## config.mk

```make
export PLATFORM = sky130hd
export DESIGN_NAME = gf2_quadratic_poly_engine_core
export DESIGN_NICKNAME = d
export VERILOG_FILES = /design/src/gqpe_pkg.sv /design/src/gqpe_row_mem.sv /design/src/gf2_quadratic_poly_engine_core.sv
export SDC_FILE = /design/constraint.sdc
export NUM_CORES = 2
export LEC_CHECK = 0
export BUFFER_PORTS_ARGS = -buffer_cell sky130_fd_sc_hd__clkbuf_2
export CORE_UTILIZATION = 57
export DETAILED_ROUTE_END_ITERATION = 8
export PLACE_DENSITY = 0.72
export SYNTH_ARGS = -nofsm -noshare
export SYNTH_HDL_FRONTEND = slang
export SYNTH_SLANG_ARGS = --single-unit
```

## constraint.sdc

```tcl
create_clock -name clk -period 5.85 [get_ports clk]
set_input_delay 0.585 -clock clk [delete_from_list [all_inputs] [get_ports clk]]
set_output_delay 0.585 -clock clk [all_outputs]
set_load 0.01 [all_outputs]
```

## src/gqpe_pkg.sv

```systemverilog
`default_nettype none

package gqpe_pkg;

  localparam int MAX_VARS_DEF = 32;

  typedef enum logic [1:0] {
    REQ_START = 2'd0,
    REQ_ADD   = 2'd1,
    REQ_EVAL  = 2'd2,
    REQ_SUB   = 2'd3
  } req_t;

  typedef enum logic [1:0] {
    S_IDLE,
    S_ADD,
    S_RUN,
    S_DONE
  } state_t;

  typedef struct packed {
    req_t        req_type;
    logic [4:0]  row_index;
    logic [31:0] row_bits;
    logic        const_bit;
    logic [6:0]  var_count;
    logic [31:0] point;
    logic [5:0]  sub_count;
  } req_item_t;

  typedef struct packed {
    logic       eval_value;
    logic [5:0] active_vars;
  } rsp_item_t;

endpackage

`default_nettype wire

```

## src/gqpe_row_mem.sv

```systemverilog
`default_nettype none

module gqpe_row_mem #(
  parameter int DEPTH = gqpe_pkg::MAX_VARS_DEF,
  parameter int WIDTH = 32,
  parameter int AW    = 5
) (
  input  wire logic             clk,
  input  wire logic             rst,
  input  wire logic             clr,
  input  wire logic             rd_en,
  input  wire logic [AW-1:0]    rd_addr,
  output logic      [WIDTH-1:0] rd_data,
  input  wire logic             wr_en,
  input  wire logic [AW-1:0]    wr_addr,
  input  wire logic [WIDTH-1:0] wr_data
);

  logic [WIDTH-1:0] mem [DEPTH];
  logic [DEPTH-1:0] valid;
  logic [WIDTH-1:0] rd_raw;
  logic             rd_vld;

  always_ff @(posedge clk) begin
    if (wr_en) begin
      mem[wr_addr] <= wr_data;
    end
  end

  always_ff @(posedge clk) begin
    if (rd_en) begin
      rd_raw <= mem[rd_addr];
    end
  end

  always_ff @(posedge clk) begin
    if (rst) begin
      valid  <= '0;
      rd_vld <= 1'b0;
    end else begin
      if (clr) begin
        valid <= '0;
      end else if (wr_en) begin
        valid[wr_addr] <= 1'b1;
      end
      if (rd_en) begin
        rd_vld <= valid[rd_addr];
      end
    end
  end

  assign rd_data = rd_vld ? rd_raw : '0;

endmodule

`default_nettype wire

```

## src/gf2_quadratic_poly_engine_core.sv

```systemverilog
// Evaluate reads min(n,32) rows and substitute reads n rows, n = active count;
// add-row passes through a write state only when the row is in range.
// One transaction at a time, the next one accepted as the response rises;
// rows stream one per cycle.
// Reset: synchronous; clears row valid flags, constant and count at once,
// so rows read as zero with no clearing pass.
`default_nettype none

module gf2_quadratic_poly_engine_core #(
  parameter int MAX_VARS = gqpe_pkg::MAX_VARS_DEF
) (
  input  wire logic                clk,
  input  wire logic                rst,
  input  wire logic                req_valid,
  output logic                     req_ready,
  input  wire gqpe_pkg::req_item_t req,
  output logic                     rsp_valid,
  input  wire logic                rsp_ready,
  output gqpe_pkg::rsp_item_t      rsp
);

  localparam int ROW_W    = (MAX_VARS > 32) ? MAX_VARS : 32;
  localparam int AW       = (MAX_VARS > 1) ? $clog2(MAX_VARS) : 1;
  localparam int CW       = $clog2(MAX_VARS + 1);
  localparam int EVAL_LIM = (MAX_VARS < 32) ? MAX_VARS : 32;

  function automatic logic [ROW_W-1:0] low_mask(input logic [CW-1:0] bits);
    logic [ROW_W-1:0] m;
    if (int'(bits) >= ROW_W) begin
      m = '1;
    end else begin
      m = (ROW_W'(1) << bits) - ROW_W'(1);
    end
    return m;
  endfunction

  gqpe_pkg::state_t    state, state_next;
  gqpe_pkg::req_item_t req_q;
  logic [CW-1:0]       cnt;
  logic                const_q;
  logic [CW-1:0]       issue;
  logic [CW-1:0]       lim;
  logic                p_vld;
  logic [AW-1:0]       p_idx;
  logic                acc;
  logic [ROW_W-1:0]    zs;
  logic [ROW_W-1:0]    keep;
  logic [CW-1:0]       m_q;

  logic                accept;
  logic [CW-1:0]       vc_sat, k_in, m_in, lim_eval;
  logic [ROW_W-1:0]    zs_in;
  logic                add_hit;

  logic                mem_clr, mem_rd_en, mem_wr_en;
  logic [AW-1:0]       mem_rd_addr, mem_wr_addr;
  logic [ROW_W-1:0]    mem_wr_data, row;

  logic [ROW_W-1:0]    point_ext;
  logic                par_eval, par_sub, low_row, const_flip;
  logic [ROW_W-1:0]    sub_wdata;

  gqpe_row_mem #(
    .DEPTH (MAX_VARS),
    .WIDTH (ROW_W),
    .AW    (AW)
  ) u_rows (
    .clk     (clk),
    .rst     (rst),
    .clr     (mem_clr),
    .rd_en   (mem_rd_en),
    .rd_addr (mem_rd_addr),
    .rd_data (row),
    .wr_en   (mem_wr_en),
    .wr_addr (mem_wr_addr),
    .wr_data (mem_wr_data)
  );

  assign accept = req_valid && req_ready;

  assign vc_sat   = (req.var_count > 7'(MAX_VARS)) ? CW'(MAX_VARS) : CW'(req.var_count);
  assign k_in     = (7'(req.sub_count) > 7'(cnt)) ? cnt : CW'(req.sub_count);
  assign m_in     = cnt - k_in;
  assign zs_in    = (ROW_W'(req.point) & low_mask(k_in)) << m_in;
  assign lim_eval = (cnt > CW'(EVAL_LIM)) ? CW'(EVAL_LIM) : cnt;
  assign add_hit  = 7'(req.row_index) < 7'(cnt);

  assign point_ext  = ROW_W'(req_q.point);
  assign par_eval   = ^(row & point_ext);
  assign par_sub    = ^(row & zs);
  assign low_row    = CW'(p_idx) < m_q;
  assign sub_wdata  = (row ^ (ROW_W'(par_sub && low_row) << p_idx)) & keep;
  assign const_flip = p_vld && (req_q.req_type == gqpe_pkg::REQ_SUB) && !low_row
                      && par_sub && zs[p_idx];

  always_comb begin
    state_next = state;
    case (state)
      gqpe_pkg::S_IDLE: begin
        if (accept) begin
          case (req.req_type)
            gqpe_pkg::REQ_ADD:  state_next = add_hit ? gqpe_pkg::S_ADD : gqpe_pkg::S_DONE;
            gqpe_pkg::REQ_EVAL: state_next = gqpe_pkg::S_RUN;
            gqpe_pkg::REQ_SUB:  state_next = gqpe_pkg::S_RUN;
            default:            state_next = gqpe_pkg::S_DONE;
          endcase
        end
      end
      gqpe_pkg::S_ADD: state_next = gqpe_pkg::S_DONE;
      gqpe_pkg::S_RUN: begin
        if (issue >= lim) begin
          state_next = gqpe_pkg::S_DONE;
        end
      end
      gqpe_pkg::S_DONE: begin
        if (!rsp_valid || rsp_ready) begin
          state_next = gqpe_pkg::S_IDLE;
        end
      end
      default: state_next = gqpe_pkg::S_IDLE;
    endcase
  end

  always_comb begin
    req_ready   = 1'b0;
    mem_clr     = 1'b0;
    mem_rd_en   = 1'b0;
    mem_rd_addr = issue[AW-1:0];
    mem_wr_en   = 1'b0;
    mem_wr_addr = p_idx;
    mem_wr_data = sub_wdata;
    case (state)
      gqpe_pkg::S_IDLE: begin
        req_ready   = 1'b1;
        mem_rd_addr = AW'(req.row_index);
        if (req_valid) begin
          mem_rd_en = (req.req_type == gqpe_pkg::REQ_ADD) && add_hit;
          mem_clr   = req.req_type == gqpe_pkg::REQ_START;
        end
      end
      gqpe_pkg::S_ADD: begin
        mem_wr_en   = 1'b1;
        mem_wr_addr = AW'(req_q.row_index);
        mem_wr_data = row ^ ROW_W'(req_q.row_bits);
      end
      gqpe_pkg::S_RUN: begin
        mem_rd_en = issue < lim;
        mem_wr_en = p_vld && (req_q.req_type == gqpe_pkg::REQ_SUB);
      end
      default: begin
      end
    endcase
  end

  always_ff @(posedge clk) begin
    if (rst) begin
      state     <= gqpe_pkg::S_IDLE;
      cnt       <= '0;
      const_q   <= 1'b0;
      issue     <= '0;
      lim       <= '0;
      p_vld     <= 1'b0;
      rsp_valid <= 1'b0;
    end else begin
      state <= state_next;
      if (accept) begin
        issue <= '0;
        p_vld <= 1'b0;
        case (req.req_type)
          gqpe_pkg::REQ_START: begin
            cnt     <= vc_sat;
            const_q <= req.const_bit;
          end
          gqpe_pkg::REQ_ADD:  const_q <= const_q ^ req.const_bit;
          gqpe_pkg::REQ_EVAL: lim <= lim_eval;
          gqpe_pkg::REQ_SUB: begin
            lim <= cnt;
            cnt <= m_in;
          end
          default: begin
          end
        endcase
      end
      if (state == gqpe_pkg::S_RUN) begin
        if (mem_rd_en) begin
          issue <= issue + CW'(1);
        end
        p_vld <= mem_rd_en;
        if (const_flip) begin
          const_q <= ~const_q;
        end
      end
      if ((state == gqpe_pkg::S_DONE) && (!rsp_valid || rsp_ready)) begin
        rsp_valid <= 1'b1;
      end else if (rsp_ready) begin
        rsp_valid <= 1'b0;
      end
    end
  end

  always_ff @(posedge clk) begin
    if (accept) begin
      req_q <= req;
      acc   <= 1'b0;
      if (req.req_type == gqpe_pkg::REQ_SUB) begin
        m_q  <= m_in;
        zs   <= zs_in;
        keep <= low_mask(m_in);
      end
    end
    if (state == gqpe_pkg::S_RUN) begin
      p_idx <= issue[AW-1:0];
      if (p_vld && (req_q.req_type == gqpe_pkg::REQ_EVAL) && point_ext[p_idx]) begin
        acc <= acc ^ par_eval;
      end
    end
    if ((state == gqpe_pkg::S_DONE) && (!rsp_valid || rsp_ready)) begin
      rsp.eval_value  <= (req_q.req_type == gqpe_pkg::REQ_EVAL) ? (acc ^ const_q) : 1'b0;
      rsp.active_vars <= 6'(cnt);
    end
  end

  a_issue_bound: assert property (@(posedge clk) disable iff (rst)
    (state == gqpe_pkg::S_RUN) |-> (issue <= lim))
    else $error("row issue ran past its limit");

  a_write_source: assert property (@(posedge clk) disable iff (rst)
    mem_wr_en |-> ((state == gqpe_pkg::S_ADD) ||
                   ((state == gqpe_pkg::S_RUN) && (req_q.req_type == gqpe_pkg::REQ_SUB))))
    else $error("row write outside add or substitute");

  a_count_cap: assert property (@(posedge clk) disable iff (rst)
    (cnt <= CW'(MAX_VARS)))
    else $error("active count above capacity");

  a_rsp_from_done: assert property (@(posedge clk) disable iff (rst)
    $rose(rsp_valid) |-> ($past(state) == gqpe_pkg::S_DONE))
    else $error("response raised outside completion");

  a_no_accept_busy: assert property (@(posedge clk) disable iff (rst)
    (state == gqpe_pkg::S_RUN) |=> !$past(accept))
    else $error("transaction accepted while busy");

endmodule

`default_nettype wire

```

Yosys cells after proc, flatten, opt, wreduce, memory -nomap -nowiden
Memories as Yosys holds them, arrays and structs flattened. A register that Yosys moved wholly into a read port is not among the register bits.
Cells that the tools add are included.
Storage, ports and cells
  register bits: 210
  bits in writable memories: 1024
  bits of input ports: 89
  output and inout port bits: 9
  word-level logic and storage cells: 138
  memories: 1
Memories
  u_rows.mem: depth 32, bits a word 32, rd ports 1, clocked after Yosys merged registers in 1, wr ports 1, RTL line gqpe_row_mem.sv:19  | logic [WIDTH-1:0] mem [DEPTH];
Operators by class
  add/sub/neg operators: 4
  magnitude comparators: 13
  eq/ne operators: 11
  shifts and indexed selects: 4
  multiplexer cells: 46
  bitwise operators: 11
  reductions and logical operators: 28
Operator list (number)
  $and 32x32->32: 4
  $mux 32: 3
  $reduce_xor 32->1: 2
  $shl 1x6->32 const A: 2
  $sub 32x2->32 const B: 2
  $xor 32x32->32: 2
  $mux 6: 6
  $or 32x32->32: 1
  $shl 1x5->32: 1
  $shl 32x6->32: 1
  $pmux 6 s2: 2
  $mux 1: 20
  $lt 5x6->1 const B: 3
  $bmux 1 s5: 3
  $eq 2x2->1 const B: 6
  $ge 6x6->1 const B: 2
  $lt 5x6->1: 2
  $logic_and 1x1->1: 11
  $mux 5: 2
  $mux 2: 4
  $pmux 2 s4: 1
  $reduce_bool 2->1: 4
  $gt 7x6->1 const B: 1
  $add 6x1->6 const B: 1
  other kinds (20): 31

Longest topological paths before layout
  depth after elaboration: 8
  gate-level depth with buffers: 29
  gate-level depth less buffers: 21

By module
From an unflattened synthesis, not the netlist that was laid out.
Unflattened totals
  cells, all modules: 3216
  area, all modules: 55155.4 um2
Modules (own cells, without submodules)
  gqpe_row_mem: instances 1, cells an instance 1677, area an instance 41303.4 um2
  gf2_quadratic_poly_engine_core: instances 1, cells an instance 1539, area an instance 13852.0 um2

Least setup slack after synthesis
OpenSTA, ideal clock, no wires.
  kind: register to register
  start: register cnt[3]
  end: register keep[26], data pin
  setup time: 0.259 ns
  arrival time: 5.769 ns
  path slack: -0.178 ns
  stages on the path, launching flop included: 28
  clock period less this slack: 6.028 ns
  cell sequence: dfxtp_1 -> clkbuf_1 -> clkbuf_1 -> inv_1 -> ha_1 -> and4_1 -> buf_4 -> o21a_1 -> buf_6 -> o21ai_2 -> buf_2 -> buf_4 -> mux2i_1 -> ha_1 -> clkbuf_1 -> a21o_1 -> or2_2 -> nand2b_1 -> a211oi_4 -> nand2b_1 -> clkbuf_1 -> or2_1 -> ha_1 -> clkbuf_1 -> o21a_2 -> nor2_1 -> a31o_2 -> a211o_1
Between the ends
  word-level cells in the longest chain between the ends: 5
RTL lines
  start, declared: RTL line gf2_quadratic_poly_engine_core.sv:39  | logic [CW-1:0] cnt;
  start signal, assigned: RTL line gf2_quadratic_poly_engine_core.sv:171  | cnt <= vc_sat;
  start signal, assigned: RTL line gf2_quadratic_poly_engine_core.sv:178  | cnt <= m_in;
  $gt 6x6->1: RTL line gf2_quadratic_poly_engine_core.sv:82  | assign k_in = (7'(req.sub_count) > 7'(cnt)) ? cnt : CW'(req.sub_count);
  $mux 6: RTL line gf2_quadratic_poly_engine_core.sv:82
  $sub 6x6->6 (*): RTL line gf2_quadratic_poly_engine_core.sv:83  | assign m_in = cnt - k_in;
  $shl 1x6->32: RTL line gf2_quadratic_poly_engine_core.sv:32  | m = (ROW_W'(1) << bits) - ROW_W'(1);
  $sub 32x2->32: RTL line gf2_quadratic_poly_engine_core.sv:32
  end signal, assigned: RTL line gf2_quadratic_poly_engine_core.sv:208  | keep <= low_mask(m_in);
  end, declared: RTL line gf2_quadratic_poly_engine_core.sv:47  | logic [ROW_W-1:0] keep;
Every way passes the cells marked *; elsewhere a longest branch is shown, timed or not.
A chain may end at the register's enable or synchronous reset.

Worst setup path after layout
  start: register cnt[4]
  end: register keep[26], data pin
The elaborated chain is that of the path after synthesis.

==> results.txt <==
----------------------------------------------------
[Status]
  Result of the run ... completed

[Power and ir drop]
  Post-layout total power ... 29.54 mW
  Power Density ... 472.9 nW/um^2
  VDD IR max ... 0.0003518 V
  Leak pwr ... 21.00 nW

[Route]
  Top layer reached by signal wires ... met5
  Routed met3 length ... 17620 um
  Met2 wire len ... 72540 um
  Overall via count from detail_route ... 34720
  Initial DRT Pass Iterations ... 6
  Routed met1 length ... 61130 um
  Final ANT Viol Nets ... 0
  DRC violations left ... 0
  Average detailed-routed wire length per instance ... 30.89 um
  Sum of routed wire length over all layers ... 158500 um
  Average via count per standard cell ... 6.767
  Starting DRT DRC Count ... 5028

[Synthesis]
  Adder-cell area share of the yosys netlist ... 0.8133%
  Cell area after synthesis ... 55380 sq um
  Parity-gate share of the synthesized area counting xor and xnor cells ... 2.040%
  Commonest register cell after synthesis ... sky130_fd_sc_hd__edfxtp_1
  EDFF count, synth ... 1209
  Synth warn ... 0
  Synthesized netlist cell count ... 3615
  Count of different cell masters after synthesis ... 91
  Post-Synthesis Net Count ... 3740
  Post-Synth Simple-Gate Area ... 8.872%
  Fraction of registers with async set/reset ... 0%
  Fraction of the yosys area taken by sequential cells ... 67.61%
  Synthesized-area fraction occupied by ao, oa, aoi and oai cells ... 5.718%
  Mean instance size in the synthesized netlist ... 15.32 sq um
  Number of synthesized register bits ... 1266
  Combinational family with the most area after synthesis ... multiplexers
  Fraction of synthesized area in multiplexers ... 12.85%

[GRT]
  Antenna violations before repair ... 2
  Total routing resource utilization after global routing ... 32.40%
  First-pass GRT wire length ... 229300 um
  Total overflow reported by the global router ... 0
  Maximum number of pins on one net before global-route repair ... 114
  Via count of the first global-routing pass ... 33480

[Worst setup path]
  Worst setup path category ... reg2reg
  Arrival time at the worst endpoint ... 5.88 ns
  Worst path required time ... 6.30 ns
  Setup crit start kind ... flop
  Largest fanout of any net on the critical path ... 9
  Worst setup path startpoint ... cnt[4]
  Endpoint type of the worst setup path ... flop
  Worst flop-to-flop path startpoint ... cnt[4]

[Clock network]
  Worst-case clock buffer depth ... 3
  Resized Gates After CTS ... 0
  CTS tree ... yes
  Clock sinks ... 1266
  Clock-pin slew reported for the worst setup and hold paths after clock tree synthesis ... 0.07 ns
  Setup Fix Bufs, Post-CTS ... 0
  Clock latency of the later-clocked register in the worst-skew pair ... 0.72 ns
  TritonCTS Buffers ... 120
  Root buf cell ... sky130_fd_sc_hd__clkbuf_16
  Post-CTS Hold Buffers ... 0
  H-tree depth ... 3

[Finish]
  Total Nets Final ... 3892
  Antenna diode instance count ... 0
  Top library cells by usage in the layout, fill and taps aside ... sky130_fd_sc_hd__edfxtp_1, sky130_fd_sc_hd__nand2_1, sky130_fd_sc_hd__mux4_2, sky130_fd_sc_hd__nand3_1, sky130_fd_sc_hd__buf_4
  Share of layout cells above drive strength 1 ... 22.25%
  Most frequent standard cell in the layout excluding fill and tap cells ... sky130_fd_sc_hd__edfxtp_1
  Growth of design area from synthesis to finish ... 12.80%
  Filler cell count ... 6669

[Die]
  Starting Density ... 57.95%
  DIE AREA ... 98420 sq um
  X dimension of the die ... 313.7 um
  Chip height ... 313.7 um
  Standard cell core area ... 95580 sq um
  Count of standard-cell rows ... 113
  Top-level port count ... 98

[STA]
  Final hold violation count ... 0
  Setup slack of the critical path after layout ... 0.4223 ns
  Setup-failing EPs final ... 0
  Post-route clock period utilization ... 92.78%
  Setup tns final ... 0 ns
  Count of final max-slew check failures ... 0
  RSZ-0062 raised after global routing ... no
  Headroom to the max-slew limit ... 22.68%
  Post-layout minimum cycle time ... 5.428 ns
  Maximum achievable frequency ... 184.2 MHz
  Worst-margin pin slew ... 1.136 ns
  Clock Skew ... 0.03609 ns

[Place]
  # port buffers ... 97
  Half-perimeter wire length of the detailed placement result ... 98590 um
  Post-placement setup slack ... 0.2327 ns
  Final Wtd Congestion ... 1.016

[Min path]
  Launch instance of the worst min-delay path ... req[61]
  Worst Hold Class ... in2reg

[Job]
  Max-cap violation count ... 0

----------------------------------------------------
## metal layers
| metal | GRT usage (%) | vias to the layer above |
|---|---|---|
| met5 | 0 | - |
| met4 | 13.20 | 2 |
| met3 | 7.125 | 431 |
| met2 | 48.90 | 2322 |
| met1 | 46.31 | 17570 |
| li1 | - | 14390 |
## sequential cells by signal, summed over array words and instances, names as in the netlist, 7 cells and up
name           count
zs                32
rsp                7
u_rows.valid      32
keep              32
req_q             39
point_ext         32
u_rows.mem      1024
u_rows.rd_raw     32
## synth_stat cells, types with 5 or more instances
library cell | n | area share, %
sky130_fd_sc_hd__nand3_1 | 255 | 2.3
sky130_fd_sc_hd__inv_1 | 59 | 0.40
sky130_fd_sc_hd__xor2_1 | 35 | 0.55
sky130_fd_sc_hd__o21ai_0 | 113 | 1.0
sky130_fd_sc_hd__o211ai_1 | 19 | 0.26
sky130_fd_sc_hd__dfxtp_1 | 57 | 2.1
sky130_fd_sc_hd__buf_4 | 6 | 0.081
sky130_fd_sc_hd__a31oi_1 | 18 | 0.20
sky130_fd_sc_hd__buf_2 | 39 | 0.35
sky130_fd_sc_hd__nor2b_1 | 22 | 0.25
sky130_fd_sc_hd__ha_1 | 36 | 0.81
sky130_fd_sc_hd__a2111oi_0 | 5 | 0.079
sky130_fd_sc_hd__o311ai_0 | 8 | 0.13
sky130_fd_sc_hd__nand2b_1 | 18 | 0.20
sky130_fd_sc_hd__a211oi_1 | 24 | 0.33
sky130_fd_sc_hd__clkbuf_1 | 154 | 1.0
sky130_fd_sc_hd__mux4_2 | 287 | 12
sky130_fd_sc_hd__nor3_1 | 33 | 0.30
sky130_fd_sc_hd__o31ai_1 | 33 | 0.45
sky130_fd_sc_hd__nor2_1 | 156 | 1.1
sky130_fd_sc_hd__a21o_1 | 13 | 0.18
sky130_fd_sc_hd__o22ai_1 | 9 | 0.10
sky130_fd_sc_hd__a21oi_1 | 82 | 0.74
sky130_fd_sc_hd__mux2_2 | 23 | 0.47
sky130_fd_sc_hd__o2111ai_1 | 8 | 0.13
sky130_fd_sc_hd__nand2_1 | 495 | 3.4
sky130_fd_sc_hd__xnor2_1 | 85 | 1.3
sky130_fd_sc_hd__nand4_1 | 20 | 0.23
sky130_fd_sc_hd__and2_1 | 11 | 0.12
sky130_fd_sc_hd__o21a_1 | 39 | 0.53
sky130_fd_sc_hd__o2bb2ai_1 | 6 | 0.095
sky130_fd_sc_hd__nor4_1 | 5 | 0.056
sky130_fd_sc_hd__and4_1 | 8 | 0.13
sky130_fd_sc_hd__mux2i_1 | 38 | 0.69
sky130_fd_sc_hd__o32ai_1 | 10 | 0.16
sky130_fd_sc_hd__or2_2 | 9 | 0.10
sky130_fd_sc_hd__o211a_1 | 5 | 0.090
sky130_fd_sc_hd__buf_1 | 21 | 0.14
sky130_fd_sc_hd__edfxtp_1 | 1209 | 66
sky130_fd_sc_hd__nor3b_1 | 5 | 0.068
sky130_fd_sc_hd__and3_1 | 21 | 0.24
sky130_fd_sc_hd__or3_1 | 9 | 0.10
## area by class of cell
type / count / area (sq um) / share of cell area [%]
sequential: 1266 / 37450 / 59.94
multi-input combinational: 2062 / 17440 / 27.92
clock buffer: 155 / 3309 / 5.297
timing repair buffer: 252 / 1824 / 2.920
tap: 1265 / 1583 / 2.533
clock inverter: 66 / 624.3 / 0.9994
inverter: 65 / 245.2 / 0.3925
## power by group
| part | switching, mW | internal, mW | leakage (nW) | total (mW) |
|---|---|---|---|---|
| Clock | 3.37 | 4.38 | 1.92 | 7.75 |
| Combinational | 6.71 | 3.65 | 7.49 | 10.4 |
| Sequential | 0.300 | 11.1 | 11.6 | 11.4 |
## worst paths after layout
| kind | depth (start not counted) | to | slack (ns) |
|---|---|---|---|
| setup / recovery | 21 | keep[26] | 0.42 |
| hold / removal | 1 | req_q[61] | 0.05 |
| setup reg to reg | 21 | keep[26] | 0.42 |
| hold reg to reg | 2 | lim[4] | 0.46 |
## kinds of logic (layout without fill, tap and decap cells)
kind of cell | Yosys count | after routing
buffers and inverters | 287 | 538
adder cells (fa/ha/maj) | 36 | 36
AO/OA/AOI/OAI | 466 | 466
AND/OR/NAND/NOR | 1087 | 1087
multiplexers | 349 | 349
XOR/XNOR | 124 | 124
flip-flops | 1266 | 1266
## worst max-delay path, stage by stage, from the launching register on
cell	delay (ns)
sky130_fd_sc_hd__dfxtp_1	0.31
sky130_fd_sc_hd__inv_1	0.18
sky130_fd_sc_hd__ha_1	0.30
sky130_fd_sc_hd__and4_1	0.22
sky130_fd_sc_hd__o21a_1	0.13
sky130_fd_sc_hd__o21ai_2	0.41
sky130_fd_sc_hd__mux2i_1	0.32
sky130_fd_sc_hd__ha_2	0.21
sky130_fd_sc_hd__inv_1	0.07
sky130_fd_sc_hd__ha_1	0.20
sky130_fd_sc_hd__inv_1	0.06
sky130_fd_sc_hd__o311ai_2	0.14
sky130_fd_sc_hd__a31o_2	0.32
sky130_fd_sc_hd__a211oi_1	0.33
sky130_fd_sc_hd__a211oi_4	0.09
sky130_fd_sc_hd__nand2b_1	0.32
sky130_fd_sc_hd__or3_1	0.38
sky130_fd_sc_hd__ha_1	0.29
sky130_fd_sc_hd__o21ai_1	0.22
sky130_fd_sc_hd__nor3_1	0.11
sky130_fd_sc_hd__a31o_2	0.26
sky130_fd_sc_hd__a211o_1	0.28
## metrics by stage
| stage | area, sq um | hold WS, ns | instances | util (%) |
|---|---|---|---|---|
| global route | 62470 | 0.02912 | 5131 | 65.37 |
| global placement | 58540 | 0.4407 | 4910 | 61.25 |
| detailed placement | 58540 | 0.4476 | 4910 | 61.25 |
| CTS | 62470 | 0.01338 | 5131 | 65.37 |
| finish | 62470 | 0.04756 | 5131 | 65.37 |
| floorplan | 55390 | 0.4171 | 3615 | - |
No activity file was read; power rests on OpenSTA's default activity.
